===== src/rtl/core/rbsi_pkg.sv =====
// Shared types and constants for the ray versus box slab intersection block.
// No dependencies; every other file of the block imports this package.
package rbsi_pkg;

  // Default coordinate width and the fixed direction format (signed Q2.30).
  localparam int COORD_WIDTH_DEF = 32;
  localparam int HEAD_WIDTH      = 32;
  localparam int HEAD_FRAC       = 30;
  localparam int NUM_AXES        = 3;

  // Configuration register indexes.
  typedef enum logic [2:0] {
    REG_BOX_MIN_X = 3'd0,
    REG_BOX_MIN_Y = 3'd1,
    REG_BOX_MIN_Z = 3'd2,
    REG_BOX_MAX_X = 3'd3,
    REG_BOX_MAX_Y = 3'd4,
    REG_BOX_MAX_Z = 3'd5
  } reg_idx_t;

  // Status of one axis lane: direction component is zero, origin outside the slab.
  typedef struct packed {
    logic zero_dir;
    logic outside;
  } lane_flags_t;

  // Running interval status while the axes are merged.
  typedef struct packed {
    logic lo_open;
    logic hi_open;
    logic miss;
  } fold_t;

endpackage


===== src/rtl/core/rbsi_merge.sv =====
// Merging stage: intersects the three slab intervals, tests the hit and clamps.
// Depends on rbsi_pkg. Two register stages: x and y, then z and the output.
module rbsi_merge #(
  parameter int CW = rbsi_pkg::COORD_WIDTH_DEF
) (
  input  logic                  clk,
  input  logic                  en_a,
  input  logic                  en_b,
  input  logic signed [CW-1:0]  smin [rbsi_pkg::NUM_AXES],
  input  logic signed [CW-1:0]  smax [rbsi_pkg::NUM_AXES],
  input  rbsi_pkg::lane_flags_t flags [rbsi_pkg::NUM_AXES],
  input  logic signed [CW-1:0]  near_limit,
  input  logic signed [CW-1:0]  far_limit,
  output logic                  hit,
  output logic signed [CW-1:0]  t_enter,
  output logic signed [CW-1:0]  t_exit
);
  import rbsi_pkg::*;

  // Narrows the running interval with one axis.
  function automatic void axis_fold(
    input  fold_t              st_i,
    input  logic signed [CW-1:0] lo_i,
    input  logic signed [CW-1:0] hi_i,
    input  lane_flags_t        lf,
    input  logic signed [CW-1:0] s_lo,
    input  logic signed [CW-1:0] s_hi,
    output fold_t              st_o,
    output logic signed [CW-1:0] lo_o,
    output logic signed [CW-1:0] hi_o
  );
    st_o = st_i;
    lo_o = lo_i;
    hi_o = hi_i;
    if (lf.zero_dir) begin
      if (lf.outside) st_o.miss = 1'b1;
    end else begin
      if ((!st_i.lo_open && lo_i > s_hi) || (!st_i.hi_open && s_lo > hi_i)) begin
        st_o.miss = 1'b1;
      end
      if (st_i.lo_open || s_lo > lo_i) begin
        lo_o = s_lo;
        st_o.lo_open = 1'b0;
      end
      if (st_i.hi_open || s_hi < hi_i) begin
        hi_o = s_hi;
        st_o.hi_open = 1'b0;
      end
    end
  endfunction

  fold_t              st_x_c, st_y_c, st_z_c, st_r;
  logic signed [CW-1:0] lo_x_c, hi_x_c, lo_y_c, hi_y_c, lo_z_c, hi_z_c;
  logic signed [CW-1:0] lo_r, hi_r, zmin_r, zmax_r, near_r, far_r;
  lane_flags_t        zfl_r;
  fold_t              open_c;
  logic               hit_c;

  // First stage: x and y slabs.
  always_comb begin
    open_c = '{lo_open: 1'b1, hi_open: 1'b1, miss: 1'b0};
    axis_fold(open_c, '0, '0, flags[0], smin[0], smax[0], st_x_c, lo_x_c, hi_x_c);
    axis_fold(st_x_c, lo_x_c, hi_x_c, flags[1], smin[1], smax[1], st_y_c, lo_y_c, hi_y_c);
  end

  always_ff @(posedge clk) begin
    if (en_a) begin
      st_r   <= st_y_c;
      lo_r   <= lo_y_c;
      hi_r   <= hi_y_c;
      zmin_r <= smin[2];
      zmax_r <= smax[2];
      zfl_r  <= flags[2];
      near_r <= near_limit;
      far_r  <= far_limit;
    end
  end

  // Second stage: z slab, hit test against the limits, clamping.
  always_comb begin
    axis_fold(st_r, lo_r, hi_r, zfl_r, zmin_r, zmax_r, st_z_c, lo_z_c, hi_z_c);
    hit_c = !st_z_c.miss && (st_z_c.lo_open || lo_z_c < far_r)
                         && (st_z_c.hi_open || hi_z_c > near_r);
  end

  always_ff @(posedge clk) begin
    if (en_b) begin
      hit     <= hit_c;
      t_enter <= !hit_c ? '0 : ((st_z_c.lo_open || lo_z_c < near_r) ? near_r : lo_z_c);
      t_exit  <= !hit_c ? '0 : ((st_z_c.hi_open || hi_z_c > far_r) ? far_r : hi_z_c);
    end
  end

endmodule

===== config.mk =====
export PLATFORM = sky130hd
export DESIGN_NAME = rbsi_merge
export DESIGN_NICKNAME = d
export VERILOG_FILES = /design/src/rtl/core/rbsi_pkg.sv /design/src/rtl/core/rbsi_merge.sv
export SDC_FILE = /design/constraint.sdc
export NUM_CORES = 1
export LEC_CHECK = 0
export ABC_AREA = 1
export BUFFER_PORTS_ARGS = -buffer_cell sky130_fd_sc_hd__buf_2
export CAP_MARGIN = 20
export CORE_MARGIN = 2
export CORE_UTILIZATION = 40
export CTS_BUF_LIST = sky130_fd_sc_hd__clkbuf_8 sky130_fd_sc_hd__clkbuf_16
export DETAILED_ROUTE_END_ITERATION = 7
export MAX_ROUTING_LAYER = met4
export PLACE_DENSITY = 0.68
export SYNTH_ARGS = -nofsm -noshare
export SYNTH_HDL_FRONTEND = slang
export SYNTH_SLANG_ARGS = --single-unit

===== constraint.sdc =====
create_clock -name clk -period 5.9 [get_ports clk]
set_input_delay 1.18 -clock clk [delete_from_list [all_inputs] [get_ports clk]]
set_output_delay 1.18 -clock clk [all_outputs]
set_load 0.02 [all_outputs]

==> results.ini, run 1 <==
[run_status]
status=finished, final reports clean

[worst_setup_path]
cp_slowest_cell=edfxtp_1
required_ns=6.19
critical_path.most_common_cell=nand2_1
cpPeakStageDelay_ns=0.44
criticalPathCategory=register to register
endpoint_kind=register
cp_max_fo=65
crit_arrival_ns=5.78
cp-start-kind=register

[floorplan]
start_util=0.402
core_area_mm2=0.0511
dieArea_mm2=0.0532
die_w_um=231
io_pins=330
die_h_um=231
row_count=83

[detailed_routing]
vias=17600
ant_nets=0
first_pass_iters=6
wl_per_cell_um=19.1
wl_um=63600
drt_iter0_markers=1410
drc_errors=0
viasPerCell=5.29

[sta]
skew_ns=0.0136
tightest_slew_ns=0.898
post-route-min-period_ns=5.49
slew_viol_final=0
fin_setup_tns_ns=0
period_share=0.930
rsz0062_at_grt=no
hold_viol=0
setup_viol=0
max_freq_mhz=182
maxSlewHeadroom=0.401

[global_route]
antenna_found_initial=2
grt_max_degree=84
overflow=0
grt_pass1_wl_um=96400
grt_pass1_vias=17200
gr-usage-all-layers=0.241

[yosys]
yosysMostFrequentCell=nand2_1
syn-cell-area_mm2=0.0206
synth_edf_count=262
synth_flop_cell=edfxtp_1
syn-num-nets=2956
ys_seq_area_frac=0.383
synth_cell_types=48
synth-seq-cells=262
async_flop_share=0
synthCells=2311
synth_top_cells_by_count=nand2_1, ha_1, inv_1
yosys.area.top_type=edfxtp_1
synth.avg_cell_area_um2=8.90
synth.area.top_cells=edfxtp_1, ha_1, nand2_1
yosys.area.top_type_share=0.383
yosysWarningCount=0

[clocking]
cts_tree=done
postCtsSetupRepairBufs=0
clk_pin_slew_worst_paths_ns=0.06
clock_sinks=262
root_buffer=clkbuf_16
clk_latency_ns=0.57
htreeDepth=1
numCtsBuffers=28
clockBufferDepth=3

[final_layout]
num-fill-cells=4902
nets=3271
drive_gt1_frac=0.186
area_delta_synth_final_pct=16.8

[hold_path]
hold_class=register to register

[power]
leakage_uw=0.0116
max-vdd-ir-drop_v=0.000183
power.density_mw_per_mm2=275
power.internal_uw=4280
combPwrFrac=0.337
power.switching_uw=2310
swShare=0.351
power.share.clock=0.300
seqPwrFrac=0.362
power_uw=6600

[job]
maxCapViolCount=0

[placement]
port_buffers=329
place.gp.congestion=0.972
dp_hpwl_um=52500

[through the flow]
step	instance area (um2)	utilization	std cells	setup WS [ns]	hold WS, ns
6_report	24000	0.470	3329	0.410	0.639
5_1_grt	24000	0.470	3329	0.247	0.663
4_1_cts	24000	0.470	3327	0.348	0.642
3_5_place_dp	23000	0.450	3276	0.379	0.620
3_3_place_gp	23000	0.450	3276	0.483	0.614
2_1_floorplan	20600	-	2311	1.37	0.582
[per-layer routing]
metal,GRT usage,up-vias,share of wire
li1,-,8766,-
met1,0.334,8183,0.47
met2,0.381,558,0.46
met3,0.0208,88,0.054
met4,0.0623,0,0.025
met5,-,-,0
[sequential cells by signal, indices dropped and copies added (netlist names), 2 cells and up]
signal,count
zmin_r,32
hi_r,32
far_r,32
zfl_r,2
st_r,3
t_exit,32
near_r,32
lo_r,32
zmax_r,32
t_enter,32
[cell usage in the layout, fill, tap and decap left out, drive strengths merged, types with 2 or more instances in the layout]
cell type,instances
o21a,3
nor4b,2
nand3,77
clkinv,11
nand2,413
o2111ai,7
o31ai,2
xnor2,4
clkbuf,29
buf,354
nor4,9
nor3,20
o211ai,11
bufinv,8
nand3b,2
edfxtp,262
xor2,2
ha,380
a21o,8
or3,3
a31oi,5
o221ai,5
o21ai,148
a211oi,55
inv,335
diode,2
o221a,2
a21oi,257
a221oi,3
nand4,61
nor2,160
[worst max-delay path: cells and delay by family, from the launching register on]
kind	cells	cell delay, ns
flops	1	0.44
simple gates	14	1.91
xor+xnor	1	0.16
buf+inv	2	0.52
compound gates	9	1.39
fa+ha+maj	2	0.65
[cell families after synthesis]
group                      after synthesis  synth area share
adders and majority gates              380             0.231
xor gates and xnor gates                 6           0.00256
and+or+nand+nor                        750             0.161
AOI/OAI and AO/OA                      512             0.144
buffers and inverters                  401            0.0784
DFF                                    262             0.383
[layout make-up]
| class | count | area (um2) | area share |
|---|---|---|---|
| Clock inverter | 22 | 302 | 0.0126 |
| Inverter | 332 | 1250 | 0.0520 |
| Sequential cell | 262 | 7870 | 0.327 |
| Multi-Input combinational cell | 1648 | 11100 | 0.462 |
| Timing Repair Buffer | 354 | 1920 | 0.0797 |
| Clock buffer | 29 | 726 | 0.0302 |
| Antenna cell | 2 | 5.00 | 0.000208 |
| Tap cell | 680 | 851 | 0.0354 |
[power by group through the flow]
| stage | registers, uW | logic (uW) | clock network [uW] |
|---|---|---|---|
| after floorplan | 2430 | 1450 | 0 |
| after global placement | 2430 | 2130 | 0 |
| after detailed placement | 2430 | 2200 | 0 |
| after CTS | 2390 | 2220 | 2020 |
| after global routing | 2410 | 2520 | 2080 |
| final | 2390 | 2230 | 1980 |
[timing repair]
item / in CTS / in global routing
hold buffers: 0 / 0
setup endpoints to repair: 0 / 32
gates resized for setup: 0 / 8
[path summary, 6_finish.rpt]
path | from | end | slack, ns | depth (start not counted)
setup / recovery | zmax_r[6]$_DFFE_PP_ | t_exit[0]$_SDFFCE_PN0P_ | 0.41 | 28
hold / removal | near_r[20]$_DFFE_PP_ | t_enter[20]$_SDFFCE_PN0P_ | 0.64 | 2
setup reg to reg | zmax_r[6]$_DFFE_PP_ | t_exit[0]$_SDFFCE_PN0P_ | 0.41 | 28
hold reg to reg | near_r[20]$_DFFE_PP_ | t_enter[20]$_SDFFCE_PN0P_ | 0.64 | 2
(Power assumes the default switching activity.)
==> run 2, diff against run 1 <==
--- a/config.mk
+++ b/config.mk
@@ -8,12 +8,14 @@
 export ABC_AREA = 1
 export BUFFER_PORTS_ARGS = -buffer_cell sky130_fd_sc_hd__buf_2
 export CAP_MARGIN = 20
+export CORE_ASPECT_RATIO = 0.5
 export CORE_MARGIN = 2
 export CORE_UTILIZATION = 40
 export CTS_BUF_LIST = sky130_fd_sc_hd__clkbuf_8 sky130_fd_sc_hd__clkbuf_16
 export DETAILED_ROUTE_END_ITERATION = 7
 export MAX_ROUTING_LAYER = met4
 export PLACE_DENSITY = 0.68
+export RECOVER_POWER = 50
 export SYNTH_ARGS = -nofsm -noshare
 export SYNTH_HDL_FRONTEND = slang
 export SYNTH_SLANG_ARGS = --single-unit
==> results.ini, run 2 (synthesized netlist as in run 1, its figures left out) <==
[global_route]
grt_max_degree=123  ; was 84
gr-usage-all-layers=0.246  ; was 0.241
overflow=0  ; unchanged
antenna_found_initial=10  ; was 2
grt_pass1_wl_um=97500  ; was 96400 um
grt_pass1_vias=17000  ; was 17200

[power]
power.internal_uw=4140  ; was 4280 uW
power.share.clock=0.286  ; was 0.300
combPwrFrac=0.343  ; was 0.337
leakage_uw=0.0115  ; was 0.0116 uW
power.density_mw_per_mm2=272  ; was 275 mW/mm2
seqPwrFrac=0.371  ; was 0.362
swShare=0.365  ; was 0.351
power.switching_uw=2380  ; was 2310 uW
max-vdd-ir-drop_v=0.000173  ; was 0.000183 V

[worst_setup_path]
required_ns=6.20  ; was 6.19 ns
cp_slowest_cell=edfxtp_1  ; unchanged
cp_max_fo=32  ; was 65
critPathTopFamily=compound AO/OA/AOI/OAI gates  ; was simple AND/OR/NAND/NOR gates
rrSetupSlack_ns=0.38  ; was 0.41 ns
endpoint_kind=register  ; unchanged
r2r-start=zmax_r[31]$_DFFE_PP_  ; was zmax_r[6]$_DFFE_PP_
cp-start-kind=register  ; unchanged
r2r_cells=23  ; was 28
cp_cell_sequence=ha_1 > nand4_1 > or3_1 > nor4_2 > o31ai_2 > a21oi_1 > a311o_1 > buf_4 > nand3_1 > nand2_1 > ha_1 > nand2_1 > inv_1 > o21ai_0 > o211ai_1 > a221oi_2 > o21ai_1 > xnor2_1 > o21ai_1 > o21ai_4 > buf_4 > o21ai_0 > nor2_2
criticalPathCategory=register to register  ; unchanged
crit_arrival_ns=5.82  ; was 5.78 ns
worst-path-buf-inv=3  ; was 2
cpPeakStageDelay_ns=0.48  ; was 0.44 ns
reg2reg_to=t_exit[28]$_SDFFCE_PN0P_  ; was t_exit[0]$_SDFFCE_PN0P_

[detailed_routing]
drt_iter0_markers=1670  ; was 1410
wl_per_cell_um=19.7  ; was 19.1 um
vias=18000  ; was 17600
viasPerCell=5.37  ; was 5.29
drc_errors=0  ; unchanged
first_pass_iters=6  ; unchanged
wl_um=66000  ; was 63600 um
ant_nets=0  ; unchanged

[sta]
tightest_slew_ns=3.78  ; was 0.898 ns
hold_viol=0  ; unchanged
slew_viol_final=189  ; was 0
setup_viol=0  ; unchanged
post-route-min-period_ns=5.52  ; was 5.49 ns
max_freq_mhz=181  ; was 182 MHz
fin_setup_tns_ns=0  ; unchanged
period_share=0.936  ; was 0.930
skew_ns=0.0281  ; was 0.0136 ns
rsz0062_at_grt=no  ; unchanged
holdWs_ns=0.618  ; was 0.639 ns
maxSlewHeadroom=-1.52  ; was 0.401

[job]
maxCapViolCount=2  ; was 0

[hold_path]
min_from=near_r[3]$_DFFE_PP_  ; was near_r[20]$_DFFE_PP_
hold_class=register to register  ; unchanged
hold_depth=2  ; unchanged
whs_endpoint=t_enter[3]$_SDFFCE_PN0P_  ; was t_enter[20]$_SDFFCE_PN0P_

[final_layout]
most-common-layout-cells=nand2_1, ha_1, inv_1  ; unchanged
area_delta_synth_final_pct=16.5  ; was 16.8%
drive_gt1_frac=0.178  ; was 0.186
final_cell_area_mm2=0.0240  ; about the same
num-fill-cells=4923  ; was 4902
multi_input_area_mm2=0.0111  ; about the same
layout_commonest_cell=nand2_1  ; unchanged
seqCellArea_mm2=0.00787  ; unchanged
nets=3273  ; was 3271

[floorplan]
core_area_mm2=0.0505  ; was 0.0511 mm2
die_h_um=164  ; was 231 um
dieArea_mm2=0.0534  ; was 0.0532 mm2
start_util=0.407  ; was 0.402
row_count=58  ; was 83
die_w_um=325  ; was 231 um
io_pins=330  ; unchanged

[run_status]
status=finished, violations left  ; was finished, final reports clean
failed_checks=max-capacitance violations, max-slew violations

[placement]
dp_hpwl_um=54400  ; was 52500 um
place.gp.congestion=1.02  ; was 0.972
placed_area_mm2=0.0230  ; about the same
port_buffers=329  ; unchanged

[clocking]
clk_latency_ns=0.57  ; about the same
postCtsSetupRepairBufs=0  ; unchanged
hold_buffers=0  ; unchanged
clock_sinks=262  ; unchanged
htreeDepth=1  ; unchanged
cts_resized=0  ; unchanged
root_buffer=clkbuf_16  ; unchanged
numCtsBuffers=28  ; unchanged
cts_tree=done  ; unchanged
clockBufferDepth=3  ; unchanged
clk_pin_slew_worst_paths_ns=0.07  ; was 0.06 ns

-- run 2: metal layers --
metal	up-vias	global-route usage	share of wire
met1	8384	0.337	0.44
li1	8792	-	-
met4	0	0.0846	0.034
met5	-	-	0
met3	106	0.0347	0.076
met2	686	0.376	0.45
-- run 2: how the worst max path moves through the flow --
stage | start | endpoint | slack [ns] | cells past startpoint
6_report | zmax_r[31]$_DFFE_PP_ | t_exit[28]$_SDFFCE_PN0P_ | 0.38 | 23
5_1_grt | hi_r[17]$_DFFE_PP_ | t_enter[0]$_SDFFCE_PN0P_ | 0.03 | 31
4_1_cts | zmax_r[31]$_DFFE_PP_ | t_exit[27]$_SDFFCE_PN0P_ | 0.31 | 25
3_5_place_dp | zmax_r[31]$_DFFE_PP_ | t_exit[27]$_SDFFCE_PN0P_ | 0.39 | 24
3_3_place_gp | zmax_r[31]$_DFFE_PP_ | t_exit[26]$_SDFFCE_PN0P_ | 0.41 | 25
2_1_floorplan | zmax_r[31]$_DFFE_PP_ | t_exit[10]$_SDFFCE_PN0P_ | 1.37 | 23
-- run 2: stage by stage --
stage	worst slack, ns	power (uW)	instances	utilization
floorplan	1.37	3870	2311	-
global placement	0.408	4560	3287	0.455
detailed placement	0.393	4620	3287	0.455
CTS	0.312	6480	3338	0.474
global route	0.0317	6890	3349	0.474
finish	0.379	6510	3349	0.474
-- run 2: final cells by class --
type	count	share of cell area
multi-input combinational	1649	0.465
sequential	262	0.328
timing repair buffer	355	0.0769
inverter	332	0.0521
tap	690	0.0360
clock buffer	28	0.0292
clock inverter	23	0.0115
antenna	10	0.00104
-- run 2: tightest hold or removal path: cells and delay by family (launching register included) --
family,cells,cell delay (ns)
AOI/OAI and AO/OA,1,0.11
and+or+nand+nor,1,0.05
DFF,1,0.34
-- run 2: power by group through the flow --
stage / clock network [uW] / logic, uW / registers [uW]
global route: 1960 / 2510 / 2430
finish: 1870 / 2230 / 2420
detailed placement: 0 / 2180 / 2450
global placement: 0 / 2110 / 2450
CTS: 1890 / 2190 / 2410
floorplan: 0 / 1450 / 2430
==> run 3, diff against run 2 <==
==> constraint.sdc (replaced) <==
create_clock -name clk -period 5.2 [get_ports clk]
set_input_delay 1.04 -clock clk [delete_from_list [all_inputs] [get_ports clk]]
set_output_delay 1.04 -clock clk [all_outputs]
set_load 0.02 [all_outputs]
==> results.ini, run 3 (synthesized netlist as in run 1, its figures left out) <==
[sta]
maxSlewHeadroom=-1.58  ; was -1.52
tightest_slew_ns=3.87  ; was 3.78 ns
holdWs_ns=0.624  ; was 0.618 ns
fin_setup_tns_ns=-1.44  ; was 0 ns
fin_ws_ns=-0.0663  ; was 0.379 ns
period_share=1.01  ; was 0.936
rsz0062_at_grt=yes  ; was no
post-route-min-period_ns=5.27  ; was 5.52 ns
hold_viol=0  ; unchanged
setup_viol=35  ; was 0
max_freq_mhz=190  ; was 181 MHz
skew_ns=0.0351  ; was 0.0281 ns
slew_viol_final=257  ; was 189

[run_status]
failed_checks=max-capacitance violations, max-slew violations, negative setup slack  ; was max-capacitance violations, max-slew violations
status=finished, violations left  ; unchanged

[final_layout]
layout_commonest_cell=ha_1  ; was nand2_1
most-common-layout-cells=ha_1, nand2_1, inv_1  ; was nand2_1, ha_1, inv_1
drive_gt1_frac=0.225  ; was 0.178
nets=3341  ; was 3273
area_delta_synth_final_pct=22.2  ; was 16.5%

[floorplan]
io_pins=330  ; unchanged
die_w_um=325  ; unchanged
row_count=58  ; unchanged
start_util=0.407  ; unchanged
core_area_mm2=0.0505  ; unchanged
die_h_um=164  ; unchanged
dieArea_mm2=0.0534  ; unchanged

[power]
leakage_uw=0.0120  ; was 0.0115 uW
max-vdd-ir-drop_v=0.000233  ; was 0.000173 V
power_uw=7720  ; was 6510 uW
power.density_mw_per_mm2=307  ; was 272 mW/mm2

[worst_setup_path]
cp-start-kind=register  ; unchanged
critical_path.startpoint=zmax_r[17]$_DFFE_PP_  ; was zmax_r[31]$_DFFE_PP_
r2r_cells=30  ; was 23
cpPeakStageDelay_ns=0.45  ; was 0.48 ns
crit_arrival_ns=5.69  ; was 5.82 ns
cp_max_fo=11  ; was 32
r2r-start=zmax_r[17]$_DFFE_PP_  ; was zmax_r[31]$_DFFE_PP_
endpoint_kind=register  ; unchanged
critical_path.most_common_cell=nand2_1
required_ns=5.62  ; was 6.20 ns
cp_slowest_cell=edfxtp_1  ; unchanged
criticalPathCategory=register to register  ; unchanged

[hold_path]
hold_depth=2  ; unchanged
min_from=near_r[27]$_DFFE_PP_  ; was near_r[3]$_DFFE_PP_
hold_class=register to register  ; unchanged

[detailed_routing]
wl_per_cell_um=20.9  ; was 19.7 um
drc_errors=0  ; unchanged
drt_iter0_markers=1886  ; was 1670
route.met3.wl_um=5790  ; was 5040 um
wl_um=71500  ; was 66000 um
ant_nets=0  ; unchanged
drt-met1-wl_um=32100  ; was 29300 um
wl_met2_um=31600  ; was 29400 um
vias=18500  ; was 18000
first_pass_iters=5  ; was 6
dr.max_layer_used=met4  ; unchanged
viasPerCell=5.43  ; was 5.37

[placement]
port_buffers=329  ; unchanged
place.gp.congestion=0.972  ; was 1.02
pre_cts_ws_ns=0.0362  ; was 0.393 ns
dp_hpwl_um=57100  ; was 54400 um

[clocking]
clock_sinks=262  ; unchanged
root_buffer=clkbuf_16  ; unchanged
clockBufferDepth=3  ; unchanged
numCtsBuffers=27  ; was 28
clk_pin_slew_worst_paths_ns=0.08  ; was 0.07 ns
cts_tree=done  ; unchanged
hold_buffers=0  ; unchanged
htreeDepth=1  ; unchanged
clk_latency_ns=0.59  ; was 0.57 ns

[global_route]
gr-usage-all-layers=0.258  ; was 0.246
overflow=0  ; unchanged
antenna_found_initial=8  ; was 10
grt_pass1_wl_um=101000  ; was 97500 um
grt_pass1_vias=17000  ; about the same
grt_max_degree=105  ; was 123

[job]
maxCapViolCount=4  ; was 2

-- run 3: cell types whose count changed in the layout (fill, tap and decap cells not counted), moves of 5 or more --
cell,delta
a21oi_1,-8
nand2_2,+16
o21ai_0,-47
ha_4,+13
nand2_1,-24
o21ai_2,+5
nand2_4,+8
a21oi_2,+8
buf_4,+45
buf_12,+10
o21ai_1,+41
clkbuf_16,+10
ha_1,-13
-- run 3: worst max-delay path: cells and delay by family (launching register included) --
kind / cells / cell delay, ns
flip-flops: 1 / 0.45
AO/OA/AOI/OAI: 9 / 1.54
buffers and inverters: 3 / 0.54
AND/OR/NAND/NOR: 15 / 1.70
adder cells (fa/ha/maj): 2 / 0.65
XOR/XNOR: 1 / 0.22
-- run 3: area by class of cell --
class / count / area [um2]
fill: 4792 / 25400
multi-input combinational: 1650 / 11600
sequential: 262 / 7870
timing repair buffer: 423 / 2670
inverter: 332 / 1250
tap: 690 / 863
clock buffer: 27 / 676
clock inverter: 23 / 195
antenna: 8 / 20.0
-- run 3: where the power goes --
group	switching (uW)	internal (uW)	total, uW
logic	1860	1160	3020
registers	164	2580	2740
clock network	899	1060	1960
-- run 3: path summary, 6_finish.rpt --
path | end | slack [ns]
setup / recovery | t_exit[11]$_SDFFCE_PN0P_ | -0.07
hold / removal | t_enter[27]$_SDFFCE_PN0P_ | 0.62
setup reg to reg | t_exit[11]$_SDFFCE_PN0P_ | -0.07
hold reg to reg | t_enter[27]$_SDFFCE_PN0P_ | 0.62
-- run 3: what timing repair did --
action | in CTS | in global routing
resized for setup | 0 | 145
setup buffers | 0 | 24
endpoints found under the setup margin | 0 | 65
-- run 3: per-layer routing --
| metal | track usage | vias to the layer above |
|---|---|---|
| li1 | - | 8940 |
| met1 | 0.362 | 8777 |
| met2 | 0.388 | 732 |
| met3 | 0.0330 | 98 |
| met4 | 0.0798 | 0 |
| met5 | - | - |
-- run 3: stage by stage --
| step | instance area (um2) | instances | util |
|---|---|---|---|
| after floorplan | 20600 | 2311 | - |
| after global placement | 23300 | 3319 | 0.462 |
| after detailed placement | 23300 | 3319 | 0.462 |
| after CTS | 24200 | 3369 | 0.479 |
| after global routing | 25100 | 3415 | 0.498 |
| final | 25100 | 3415 | 0.498 |
